## src/hdl/haar_wavelet_lifting_1d_macros.svh

```systemverilog
// ----------------------------------------------------------------------------
// Haar lifting assertion macros
// Shared assertion helpers for the Haar lifting block.
// ----------------------------------------------------------------------------
`ifndef HAAR_WAVELET_LIFTING_1D_MACROS_SVH
`define HAAR_WAVELET_LIFTING_1D_MACROS_SVH
`ifndef NO_ASSERTIONS
`define HWL_ASSERT(label, clk, rst_n, prop) \
  label: assert property (@(posedge clk) disable iff (!rst_n) prop) \
    else $error("assertion failed");
`define HWL_ASSERT_NEVER(label, clk, rst_n, cond) \
  label: assert property (@(posedge clk) disable iff (!rst_n) !(cond)) \
    else $error("forbidden condition");
`else
`define HWL_ASSERT(label, clk, rst_n, prop)
`define HWL_ASSERT_NEVER(label, clk, rst_n, cond)
`endif
`endif

```

## src/hdl/hwl_pkg.sv

```systemverilog
// ----------------------------------------------------------------------------
// Haar lifting package
// Types and constants shared by the Haar lifting modules.
// ----------------------------------------------------------------------------
package hwl_pkg;
  localparam int unsigned MaxBlockDefault = 4096;
  localparam int unsigned InW   = 18;
  localparam int unsigned OutW  = 19;
  localparam int unsigned SizeW = 13;
  localparam int unsigned SumW  = 40;
  localparam int unsigned QW    = 56;

  localparam logic [0:0] RegDirection = 1'b0;
  localparam logic [0:0] RegBlockSize = 1'b1;

  // One classified item handed from the front part to the back part.
  typedef struct packed {
    logic                   lone;
    logic                   last;
    logic signed [OutW-1:0] first;
    logic signed [OutW-1:0] second;
    logic signed [SumW-1:0] dividend;
    logic signed [SumW-1:0] out_sum;
  } hwl_item_t;

  typedef enum logic [1:0] {
    BK_IDLE,
    BK_DIV,
    BK_FIX,
    BK_OUT
  } hwl_back_state_e;

  function automatic logic signed [OutW-1:0] sat19(input logic signed [SumW-1:0] v);
    logic signed [SumW-1:0] hi;
    logic signed [SumW-1:0] lo;
    hi = SumW'(262143);
    lo = -SumW'(262144);
    if (v > hi) return OutW'(262143);
    if (v < lo) return -OutW'(262144);
    return v[OutW-1:0];
  endfunction
endpackage

```

## src/hdl/hwl_front.sv

```systemverilog
// ----------------------------------------------------------------------------
// Haar lifting front part
// Accepts items, computes pair results, keeps running sums, flags lone items.
// ----------------------------------------------------------------------------
module hwl_front import hwl_pkg::*; #(
  parameter int unsigned MaxBlock = MaxBlockDefault
) (
  input  logic                   clk_i,
  input  logic                   rst_ni,
  input  logic                   clear_i,
  input  logic                   direction_i,
  input  logic [SizeW-1:0]       size_i,
  input  logic                   valid_i,
  output logic                   ready_o,
  input  logic signed [InW-1:0]  first_i,
  input  logic signed [InW-1:0]  second_i,
  output logic                   item_valid_o,
  input  logic                   item_ready_i,
  output hwl_item_t              item_o
);
  logic signed [SumW-1:0] in_sum_q, in_sum_d, out_sum_q, out_sum_d;
  logic [SizeW-1:0] pos_q, pos_d;
  logic [SizeW-1:0] n_g;
  logic odd, lone, pair_last, acc;
  logic signed [SumW-1:0] x, y, r0, r1, in_new;

  assign n_g  = size_i >> 1;
  assign odd  = size_i[0];
  assign lone = odd && (pos_q >= n_g);
  assign pair_last = !odd && ((pos_q + SizeW'(1)) >= n_g);
  assign x = SumW'(first_i);
  assign y = SumW'(second_i);
  assign r0 = direction_i ? (x - y) : (x + y);
  assign r1 = direction_i ? (x + y) : (y - x);
  assign in_new = in_sum_q + (direction_i ? x : (x + y));
  assign ready_o = item_ready_i;
  assign item_valid_o = valid_i;
  assign acc = valid_i && item_ready_i;

  always_comb begin
    item_o.lone = lone;
    item_o.last = lone || pair_last;
    item_o.first = sat19(r0);
    item_o.second = sat19(r1);
    item_o.dividend = in_sum_q + x;
    item_o.out_sum = out_sum_q;
  end

  always_comb begin
    in_sum_d = in_sum_q;
    out_sum_d = out_sum_q;
    pos_d = pos_q;
    if (clear_i) begin
      in_sum_d = '0; out_sum_d = '0; pos_d = '0;
    end else if (acc) begin
      if (lone || pair_last) begin
        in_sum_d = '0; out_sum_d = '0; pos_d = '0;
      end else begin
        in_sum_d = in_new;
        out_sum_d = out_sum_q + (direction_i ? (r0 + r1) : r0);
        pos_d = pos_q + SizeW'(1);
      end
    end
  end

  always_ff @(posedge clk_i or negedge rst_ni) begin
    if (!rst_ni) begin
      in_sum_q <= '0; out_sum_q <= '0; pos_q <= '0;
    end else begin
      in_sum_q <= in_sum_d; out_sum_q <= out_sum_d; pos_q <= pos_d;
    end
  end
endmodule

```

## src/hdl/hwl_back.sv

```systemverilog
// ----------------------------------------------------------------------------
// Haar lifting back part
// Holds one queued item, runs the lone-item division, presents results.
// ----------------------------------------------------------------------------
module hwl_back import hwl_pkg::*; (
  input  logic                   clk_i,
  input  logic                   rst_ni,
  input  logic                   direction_i,
  input  logic [SizeW-1:0]       size_i,
  input  logic                   item_valid_i,
  output logic                   item_ready_o,
  input  hwl_item_t              item_i,
  output logic                   valid_o,
  input  logic                   ready_i,
  output logic signed [OutW-1:0] out_first_o,
  output logic signed [OutW-1:0] out_second_o,
  output logic                   second_valid_o,
  output logic                   last_o
);
  `include "haar_wavelet_lifting_1d_macros.svh"

  hwl_back_state_e st_q, st_d;
  logic [QW-1:0] rem_q, rem_d, quo_q, quo_d;
  logic [SizeW-1:0] div_q, div_d;
  logic [5:0] cnt_q, cnt_d;
  logic neg_q, neg_d;
  logic signed [SumW-1:0] osum_q, osum_d;
  logic signed [OutW-1:0] f_q, f_d, s_q, s_d;
  logic sv_q, sv_d, l_q, l_d;
  logic [SizeW-1:0] n_l;
  logic signed [QW-1:0] prod;
  logic [QW-1:0] mag, rem_sh;
  logic signed [QW-1:0] qs;
  logic take, out_free;

  assign n_l = size_i - (size_i >> 1);
  assign prod = direction_i ? (QW'(item_i.dividend) * $signed({1'b0, size_i}))
                            : (QW'(item_i.dividend) * $signed({1'b0, n_l}) * QW'(2));
  assign mag = prod[QW-1] ? QW'(-prod) : QW'(prod);
  assign out_free = (st_q == BK_IDLE) || (st_q == BK_OUT && ready_i);
  assign item_ready_o = out_free;
  assign take = item_valid_i && out_free;
  assign rem_sh = {rem_q[QW-2:0], quo_q[QW-1]};
  assign qs = neg_q ? -$signed(quo_q) : $signed(quo_q);

  always_comb begin
    st_d = st_q; rem_d = rem_q; quo_d = quo_q; div_d = div_q; cnt_d = cnt_q;
    neg_d = neg_q; osum_d = osum_q;
    case (st_q)
      BK_IDLE, BK_OUT: begin
        if (take) begin
          if (item_i.lone) begin
            st_d = BK_DIV; rem_d = '0; quo_d = mag; neg_d = prod[QW-1];
            div_d = direction_i ? n_l : size_i; cnt_d = 6'(QW);
            osum_d = item_i.out_sum;
          end else begin
            st_d = BK_OUT;
          end
        end else if (st_q == BK_OUT && ready_i) begin
          st_d = BK_IDLE;
        end
      end
      BK_DIV: begin
        if (rem_sh >= QW'(div_q)) begin
          rem_d = rem_sh - QW'(div_q); quo_d = {quo_q[QW-2:0], 1'b1};
        end else begin
          rem_d = rem_sh; quo_d = {quo_q[QW-2:0], 1'b0};
        end
        cnt_d = cnt_q - 6'd1;
        if (cnt_q == 6'd1) st_d = BK_FIX;
      end
      BK_FIX: st_d = BK_OUT;
      default: st_d = BK_IDLE;
    endcase
  end

  always_comb begin
    f_d = f_q; s_d = s_q; sv_d = sv_q; l_d = l_q;
    if (take && !item_i.lone) begin
      f_d = item_i.first; s_d = item_i.second; sv_d = 1'b1; l_d = item_i.last;
    end else if (st_q == BK_FIX) begin
      f_d = sat19(SumW'(qs) - osum_q); s_d = '0; sv_d = 1'b0; l_d = 1'b1;
    end
  end

  always_ff @(posedge clk_i or negedge rst_ni) begin
    if (!rst_ni) begin
      st_q <= BK_IDLE; cnt_q <= '0;
    end else begin
      st_q <= st_d; cnt_q <= cnt_d;
    end
  end

  always_ff @(posedge clk_i) begin
    rem_q <= rem_d; quo_q <= quo_d; div_q <= div_d; neg_q <= neg_d; osum_q <= osum_d;
    f_q <= f_d; s_q <= s_d; sv_q <= sv_d; l_q <= l_d;
  end

  assign valid_o = (st_q == BK_OUT);
  assign out_first_o = f_q;
  assign out_second_o = s_q;
  assign second_valid_o = sv_q;
  assign last_o = l_q;

  `HWL_ASSERT(a_div_len, clk_i, rst_ni, (st_q == BK_DIV && cnt_q == 6'd1) |=> st_q == BK_FIX)
  `HWL_ASSERT(a_fix_out, clk_i, rst_ni, st_q == BK_FIX |=> (st_q == BK_OUT && !second_valid_o && last_o))
  `HWL_ASSERT_NEVER(a_no_take_busy, clk_i, rst_ni, item_ready_o && (st_q == BK_DIV || st_q == BK_FIX))
endmodule

```

## src/hdl/haar_wavelet_lifting_1d.sv

```systemverilog
// ----------------------------------------------------------------------------
// Haar wavelet lifting, one level, one dimension
// Forward or inverse Haar lifting over a block with average-preserving tail.
// ----------------------------------------------------------------------------
// A pair item is accepted while the previous result is still waiting to be
// taken, as long as the output register drains; pairs flow at one per cycle
// while the output is not stalled, and a result shows in the cycle after its
// transfer. The lone final item of an odd block runs through a restoring
// divider that resolves one quotient bit per cycle, then a fix step, before
// its result appears, and no item is taken meanwhile. Writing either register
// restarts the block; block size 0 acts as 1 and sizes above MaxBlock clip.
module haar_wavelet_lifting_1d import hwl_pkg::*; #(
  parameter int unsigned MaxBlock = MaxBlockDefault
) (
  input  logic                   clk_i,
  input  logic                   rst_ni,
  input  logic                   cfg_valid_i,
  output logic                   cfg_ready_o,
  input  logic                   cfg_index_i,
  input  logic [SizeW-1:0]       cfg_data_i,
  input  logic                   in_valid_i,
  output logic                   in_ready_o,
  input  logic signed [InW-1:0]  first_value_i,
  input  logic signed [InW-1:0]  second_value_i,
  output logic                   out_valid_o,
  input  logic                   out_ready_i,
  output logic signed [OutW-1:0] out_first_o,
  output logic signed [OutW-1:0] out_second_o,
  output logic                   second_valid_o,
  output logic                   last_o
);
  logic dir_q, dir_d;
  logic [SizeW-1:0] bsz_q, bsz_d, eff_size;
  logic cfg_wr, iv;
  hwl_item_t item;
  logic item_ready;

  assign cfg_ready_o = 1'b1;
  assign cfg_wr = cfg_valid_i;

  always_comb begin
    dir_d = dir_q; bsz_d = bsz_q;
    if (cfg_wr) begin
      case (cfg_index_i)
        RegDirection: dir_d = cfg_data_i[0];
        RegBlockSize: bsz_d = cfg_data_i;
        default: ;
      endcase
    end
  end

  // Effective size: zero acts as one, large sizes clip to MaxBlock.
  always_comb begin
    if (bsz_q == '0) eff_size = SizeW'(1);
    else if ({19'd0, bsz_q} > 32'(MaxBlock)) eff_size = SizeW'(MaxBlock);
    else eff_size = bsz_q;
  end

  always_ff @(posedge clk_i or negedge rst_ni) begin
    if (!rst_ni) begin
      dir_q <= 1'b0; bsz_q <= SizeW'(4096);
    end else begin
      dir_q <= dir_d; bsz_q <= bsz_d;
    end
  end

  hwl_front #(.MaxBlock(MaxBlock)) u_front (
    .clk_i, .rst_ni, .clear_i(cfg_wr), .direction_i(dir_q), .size_i(eff_size),
    .valid_i(in_valid_i), .ready_o(in_ready_o),
    .first_i(first_value_i), .second_i(second_value_i),
    .item_valid_o(iv), .item_ready_i(item_ready), .item_o(item)
  );

  hwl_back u_back (
    .clk_i, .rst_ni, .direction_i(dir_q), .size_i(eff_size),
    .item_valid_i(iv), .item_ready_o(item_ready), .item_i(item),
    .valid_o(out_valid_o), .ready_i(out_ready_i),
    .out_first_o, .out_second_o, .second_valid_o, .last_o
  );
endmodule
```

## config.mk

```make
export PLATFORM = sky130hd
export DESIGN_NAME = haar_wavelet_lifting_1d
export DESIGN_NICKNAME = d
export VERILOG_FILES = /design/src/hdl/hwl_pkg.sv /design/src/hdl/hwl_front.sv /design/src/hdl/hwl_back.sv /design/src/hdl/haar_wavelet_lifting_1d.sv
export VERILOG_INCLUDE_DIRS = /design/src /design/src/hdl
export SDC_FILE = /design/constraint.sdc
export NUM_CORES = 2
export LEC_CHECK = 0
export BUFFER_PORTS_ARGS = -buffer_cell sky130_fd_sc_hd__buf_2
export CAP_MARGIN = 20
export CELL_PAD_IN_SITES_DETAIL_PLACEMENT = 1
export CELL_PAD_IN_SITES_GLOBAL_PLACEMENT = 1
export CORE_UTILIZATION = 47
export CTS_CLUSTER_SIZE = 40
export DETAILED_ROUTE_END_ITERATION = 10
export MAX_ROUTING_LAYER = met4
export PLACE_DENSITY = 0.86
export SYNTH_ARGS = -nofsm -noshare
export SYNTH_HDL_FRONTEND = slang
export SYNTH_HIERARCHICAL = 1
export SYNTH_SLANG_ARGS = --single-unit
```

## constraint.sdc

```tcl
create_clock -name clk_i -period 10.7 [get_ports clk_i]
set_clock_uncertainty 0.05 [all_clocks]
set_input_delay 2.14 -clock clk_i [delete_from_list [all_inputs] [get_ports clk_i]]
set_output_delay 2.14 -clock clk_i [all_outputs]
set_load 0.005 [all_outputs]
```

==> flow_results.org, run 1 <==
** Place
- Count of buffers inserted at the top-level ports :: 96
- Detailed placement finished with a half-perimeter wire length of 232,000 um.
- Once placement finished, the instance area stood at around 0.080 sq mm.
- RD Place Congestion :: 1.01
- Counting tap cells, the placed design contains a total of 10,700 instances.

** Synth
- In this run, synthesis inferred 204 flip-flops with an integrated enable.
- Dominant cell type by area after synthesis :: sky130_fd_sc_hd__fa_1
- Summing the sequential cell areas from Yosys gives 13.2% of the chip area.
- By area the synthesized netlist is led by sky130_fd_sc_hd__fa_1 27%, sky130_fd_sc_hd__ha_1 9.7%, sky130_fd_sc_hd__edfxtp_1 8.9%.
- Commonest register cell after synthesis :: sky130_fd_sc_hd__edfxtp_1
- In the synthesized netlist, the number of instances is a little over 8,000.
- The synthesized netlist contains between 100 and 150 unique library cells.
- Share of flip-flops with an asynchronous set or reset :: between 30% and 40%
- Mapped Nets :: approximately 9,600
- Warnings, synthesis :: 6
- The synthesized design devotes to its leading area cell type around 27% of total area.
- Synthesis inferred 320 register bits.
- Summing every instance area after synthesis gives roughly 0.07 sq mm.
- In this run the mean area of a mapped cell was between 8 and 9 sq um.

** GRT
- Maximum number of pins on one net before global-route repair :: 74
- Total global-route track usage :: about three fifths
- Summed over all layers, the global routing overflow is 7.

** Clock tree
- Counting every sink on the clock net gives 320.
- The root buffer cell chosen for the clock tree is sky130_fd_sc_hd__clkbuf_16.
- H-tree depth :: 2
- Counting along the longest clock path gives a buffer depth of 3.
- The number of hold buffers added after CTS was 0.
- Counting the buffers created by CTS gives 36.

** Run status
- The run stopped with a tool error.
- Tool error :: [ERROR GRT-0232] Routing congestion too high. Check the congestion heatmap in the GUI.
- Progress stopped at global routing.

** STA
- When the global-route repair_timing finished, the worst setup path ended at u_back/quo_q[52]$_DFFE_PP_/D.
- After the last repair the worst path ends at a sequential cell input.

** Die
- After floorplanning, the core was divided into around 140 placement rows.
- Once the floorplan was initialized, standard cells occupied roughly 48% of the core.
- Die height :: 384 um
- Total I/O pin count :: 98
- Die width :: 384 um
## cell usage after synthesis (21+ instances only)
cell / count
sky130_fd_sc_hd__nor2_1: 393
sky130_fd_sc_hd__o21ai_0: 276
sky130_fd_sc_hd__a21oi_1: 445
sky130_fd_sc_hd__xor2_1: 97
sky130_fd_sc_hd__a211oi_1: 62
sky130_fd_sc_hd__a21boi_0: 40
sky130_fd_sc_hd__mux2_2: 57
sky130_fd_sc_hd__nand2b_1: 86
sky130_fd_sc_hd__and3_1: 42
sky130_fd_sc_hd__ha_1: 534
sky130_fd_sc_hd__nor3_1: 121
sky130_fd_sc_hd__a311oi_1: 27
sky130_fd_sc_hd__a2111oi_0: 21
sky130_fd_sc_hd__nand3_1: 117
sky130_fd_sc_hd__edfxtp_1: 204
sky130_fd_sc_hd__nor4_1: 54
sky130_fd_sc_hd__mux2i_1: 53
sky130_fd_sc_hd__o31ai_1: 68
sky130_fd_sc_hd__o211ai_1: 28
sky130_fd_sc_hd__nor2b_1: 140
sky130_fd_sc_hd__xnor2_1: 273
sky130_fd_sc_hd__and4_1: 21
sky130_fd_sc_hd__dfrtp_1: 114
sky130_fd_sc_hd__a31oi_1: 53
sky130_fd_sc_hd__nand2_1: 1000
sky130_fd_sc_hd__fa_1: 942
sky130_fd_sc_hd__or3_1: 57
sky130_fd_sc_hd__or4_1: 29
sky130_fd_sc_hd__inv_1: 1083
sky130_fd_sc_hd__a21o_1: 159
sky130_fd_sc_hd__o21bai_1: 40
sky130_fd_sc_hd__o21a_1: 65
sky130_fd_sc_hd__a22o_1: 82
sky130_fd_sc_hd__or2_2: 26
sky130_fd_sc_hd__and2_1: 394
sky130_fd_sc_hd__clkbuf_1: 378
sky130_fd_sc_hd__nand4_1: 82
## per-stage QoR
stage                     hold slack, ns  setup slack, ns
after detailed placement           0.418            -2.13
after CTS                          0.429           -0.349
after floorplan                    0.390           -0.261
after global placement             0.403            -1.51
## routing by layer
layer  GRT overflow  track usage [%]
met2              3             77.9
met1              0             60.4
met5              -                -
met3              0             37.8
met4              4             52.7
## kinds of logic after synthesis
| logic type | count (synthesis) | share of synthesized area [%] |
|---|---|---|
| AOI/OAI and AO/OA | 1584 | 15.3 |
| DFF | 320 | 13.2 |
| other | 1 | 0.00547 |
| and+or+nand+nor | 2655 | 19.2 |
| buffers and inverters | 1519 | 8.46 |
| muxes | 120 | 1.93 |
| xor gates and xnor gates | 370 | 4.72 |
| adders and majority gates | 1476 | 37.2 |
## timing repair
action / CTS
pin swaps: 282
setup buffers: 160
resized for setup: 513
gates cloned: 6
setup endpoints to repair: 55
==> run 2, diff against run 1 <==
--- a/config.mk
+++ b/config.mk
@@ -8,13 +8,9 @@
 export LEC_CHECK = 0
 export BUFFER_PORTS_ARGS = -buffer_cell sky130_fd_sc_hd__buf_2
 export CAP_MARGIN = 20
-export CELL_PAD_IN_SITES_DETAIL_PLACEMENT = 1
-export CELL_PAD_IN_SITES_GLOBAL_PLACEMENT = 1
-export CORE_UTILIZATION = 47
-export CTS_CLUSTER_SIZE = 40
+export CORE_UTILIZATION = 40
 export DETAILED_ROUTE_END_ITERATION = 10
-export MAX_ROUTING_LAYER = met4
-export PLACE_DENSITY = 0.86
+export PLACE_DENSITY_LB_ADDON = 0.15
 export SYNTH_ARGS = -nofsm -noshare
 export SYNTH_HDL_FRONTEND = slang
 export SYNTH_HIERARCHICAL = 1
==> constraint.sdc (replaced) <==
create_clock -name clk_i -period 13.9 [get_ports clk_i]
set_clock_uncertainty 0.05 [all_clocks]
set_input_delay 2.78 -clock clk_i [delete_from_list [all_inputs] [get_ports clk_i]]
set_output_delay 2.78 -clock clk_i [all_outputs]
set_load 0.005 [all_outputs]
==> run 2 against run 1 <==
- the run now ends clean
- synthesized cell count did not move
- area after synthesis did not move
==> flow_results.org, run 2 <==
** Clock tree
- TritonCTS built the clock tree.
- Clock-pin slew was measured on the worst setup and hold paths at about 0.070 ns.
- The tree is rooted in a sky130_fd_sc_hd__clkbuf_16.
- Clock tree synthesis found a total of 320 sinks.
- Gates resized during post-CTS repair numbered 0.
- In this run, CTS created clock tree buffers numbering 39.
- Clock latency of the later-clocked register in the worst-skew pair :: between 0.6 and 0.7 ns
- H-tree depth :: 2
- Hold repair after CTS inserted 0 buffers.
- In this run the post-CTS setup repair buffer count came out at 0.
- The clock passes through at most 3 buffers.

** Worst setup path
- Crit Path Category :: in -> reg
- The largest individual stage delay along the critical path comes from the cell sky130_fd_sc_hd__nor4b_1.
- STA classifies the critical path startpoint as an input port.
- On the worst path, the slowest cell contributes a delay of 0.58 ns.
- Critical path data arrival time :: around 14 ns
- Data on the critical path is required at its endpoint by between 10 and 15 ns.
- STA classifies the critical path endpoint as a flop.
- Critical Path Fanout Max :: 15
- Cell mode on critical path :: sky130_fd_sc_hd__fa_1

** STA
- Tightest Pin Transition :: 1.12 ns
- Final Slew Violations :: 0
- Dividing the final minimum period by the clock period gives a little over nine tenths.
- Relative max-transition margin :: between 20% and 30%
- Final Setup Violations :: 0
- F_max :: 74.1 MHz
- Final worst hold slack :: 0.431 ns
- Setup_tns :: 0 ns
- RSZ-0062 raised after global routing :: false
- Final count of hold timing violations :: 0
- Time the final worst path needs with I/O delays and setup :: around 13 ns

** Detailed routing
- Using the TritonRoute via totals, the vias-per-cell ratio works out to between 5 and 6.
- For this run, design rule violations remaining after detail routing come to 0.
- After detailed routing, the average wire length per cell comes to about 22 um.
- Count of vias placed by the detailed router :: just under 60,000
- After the first detailed-routing iteration, the DRC count stood at 4,370.
- Antenna-violating nets left :: 0
- After detailed routing, the total wire length is between 200,000 and 250,000 um.
- DR pass1 iterations :: 5

** Die
- The die is approximately 420 um tall.
- The core region is between 0.15 and 0.2 sq mm.
- Total I/O pin count :: just under 100
- Die width :: ~420 um
- Initial standard-cell utilization of the core :: a little over 40%
- The floorplan has 151 rows.
- The die covers ~0.17 sq mm.

** Layout
- Largest regs :: u_back/quo_q: 56 flops, u_back/rem_q: 55 flops
- Leading cell type in the layout, fill and taps excluded :: sky130_fd_sc_hd__inv_1
- Highest-count cells in the layout ignoring fill and taps :: 1,080 x sky130_fd_sc_hd__inv_1, 999 x sky130_fd_sc_hd__nand2_1, 941 x sky130_fd_sc_hd__fa_1
- Number of flip-flops in the largest register :: 56
- Largest reg by FF count :: u_back/quo_q
- Layout Area Growth over Synthesis :: 8.70%
- Share of final-layout standard cells stronger than drive strength 1 :: 8.23%
- Filler Cells Inserted :: 16,900
- For this run, the post-layout net count is approximately 9,600.

** Worst hold path
- Class of the worst hold path :: reg -> reg

** GRT
- Antenna violations before repair :: 15
- Remaining global-route overflow :: 0
- Global routing used about a quarter of the available tracks across all layers.
- The via count of the first global-routing pass came to 58,800.
- First-pass GRT wire length :: between 300,000 and 400,000 um
- Entering global routing, the biggest net connects roughly 70 pins.

** Synth
- Yosys printed 6 warnings.
- Cell area after synthesis :: just under 0.07 sq mm
- Most used standard cell by instance count after synthesis :: sky130_fd_sc_hd__inv_1
- When the netlist entered floorplanning its net count stood at 9,576.
- Sequential elements use 13.2% of the synthesized area.
- Most used standard cells in the synthesized netlist :: 1,083 x sky130_fd_sc_hd__inv_1, 1,000 x sky130_fd_sc_hd__nand2_1, 942 x sky130_fd_sc_hd__fa_1
- For this run, the leading register cell type out of synthesis is sky130_fd_sc_hd__edfxtp_1.
- In this run, distinct cell masters in the synthesized netlist total ~120.
- In the synthesized netlist the async set-or-reset flop fraction comes to 35.9%.
- In this run, synthesis produced a sequential element count of 320.
- Sorting the synthesized cells by area gives the leading types as sky130_fd_sc_hd__fa_1 27%, sky130_fd_sc_hd__ha_1 9.7%, sky130_fd_sc_hd__edfxtp_1 8.9%.
- The synthesized design spends more area on one cell type than any other, namely sky130_fd_sc_hd__fa_1.
- After synthesis, the largest area contributor takes up between 20 and 30% of total cell area.
- In this run, synthesis inferred about 200 flip-flops with an integrated enable.
- Syn avg cell area :: between 8 and 9 sq um
- Synthesis produced ~8,000 cells.

** Place
- Routability-driven placement finished with a final weighted congestion of 0.972.
- In this run the tool buffered the top-level ports with 96 buffer cells.
- Placed wire-length estimate :: 183,000 um

** Job
- Across the run, the number of max-cap violations was 0.

** Run status
- Result of the run :: finished clean
## run 2: area by class of cell
cell class | count | area (sq um) | area share [%]
clock inverters | 24 | 419 | 0.562
diodes | 2 | 5.00 | 0.00671
repair buffers | 383 | 2960 | 3.97
flip-flops and latches | 320 | 9030 | 12.1
multi-input cells | 6206 | 54300 | 72.7
well taps | 2218 | 2780 | 3.72
clock buffers | 48 | 1040 | 1.39
inverters | 1090 | 4100 | 5.49
## run 2: stage by stage
| step | area, sq um | utilization [%] | setup WS, ns | cells |
|---|---|---|---|---|
| 3_5_place_dp | 73100 | 43.0 | 0.0451 | 10200 |
| 5_1_grt | 74600 | 43.9 | 0.00608 | 10300 |
| 4_1_cts | 74600 | 43.9 | 0.624 | 10300 |
| 2_1_floorplan | 68600 | - | 1.27 | 8045 |
| 6_report | 74600 | 43.9 | 0.404 | 10300 |
| 3_3_place_gp | 73100 | 43.0 | 0.131 | 10200 |
## run 2: cells by family after synthesis
logic type / Yosys count / synth area share, %
flops: 320 / 13.2
mux: 120 / 1.93
simple gates: 2655 / 19.2
fa+ha+maj: 1476 / 37.2
buf+inv: 1519 / 8.46
xor+xnor: 370 / 4.72
other cells: 1 / 0.00547
compound gates: 1584 / 15.3
## run 2: path summary, 6_finish.rpt
check | start | to | slack [ns] | depth (start not counted)
setup reg to reg | bsz_q[12] | u_back/quo_q[49] | 1.03 | 41
hold reg to reg | u_front/out_sum_q[28] | u_back/osum_q[28] | 0.43 | 0
hold / removal | u_front/out_sum_q[28] | u_back/osum_q[28] | 0.43 | 0
setup / recovery | first_value_i[1] | u_back/quo_q[49] | 0.40 | 37
min in group asynchronous | rst_ni | u_back/cnt_q[4] | 2.24 | 1
max in group asynchronous | rst_ni | u_front/in_sum_q[34] | 10.11 | 2
## run 2: critical path: cells and delay by family
kind,cells,cell delay [ns]
AOI/OAI and AO/OA,10,2.67
and+or+nand+nor,10,2.89
buffers and inverters,8,1.15
xor gates and xnor gates,1,0.39
adders and majority gates,8,3.82
## run 2: layer usage
metal  track usage, %  vias up  share of wire (%)
met2             42.7     1514                 46
li1                 -    26800                  -
met1             37.1    29400                 46
met3             2.61      252                4.7
met4             6.65        2                2.8
met5                0        -             0.0079
Power of run 2 is left out: the tool's default activity adds up to more than one toggle a clock period on the data nets, which glitch-free logic cannot reach.
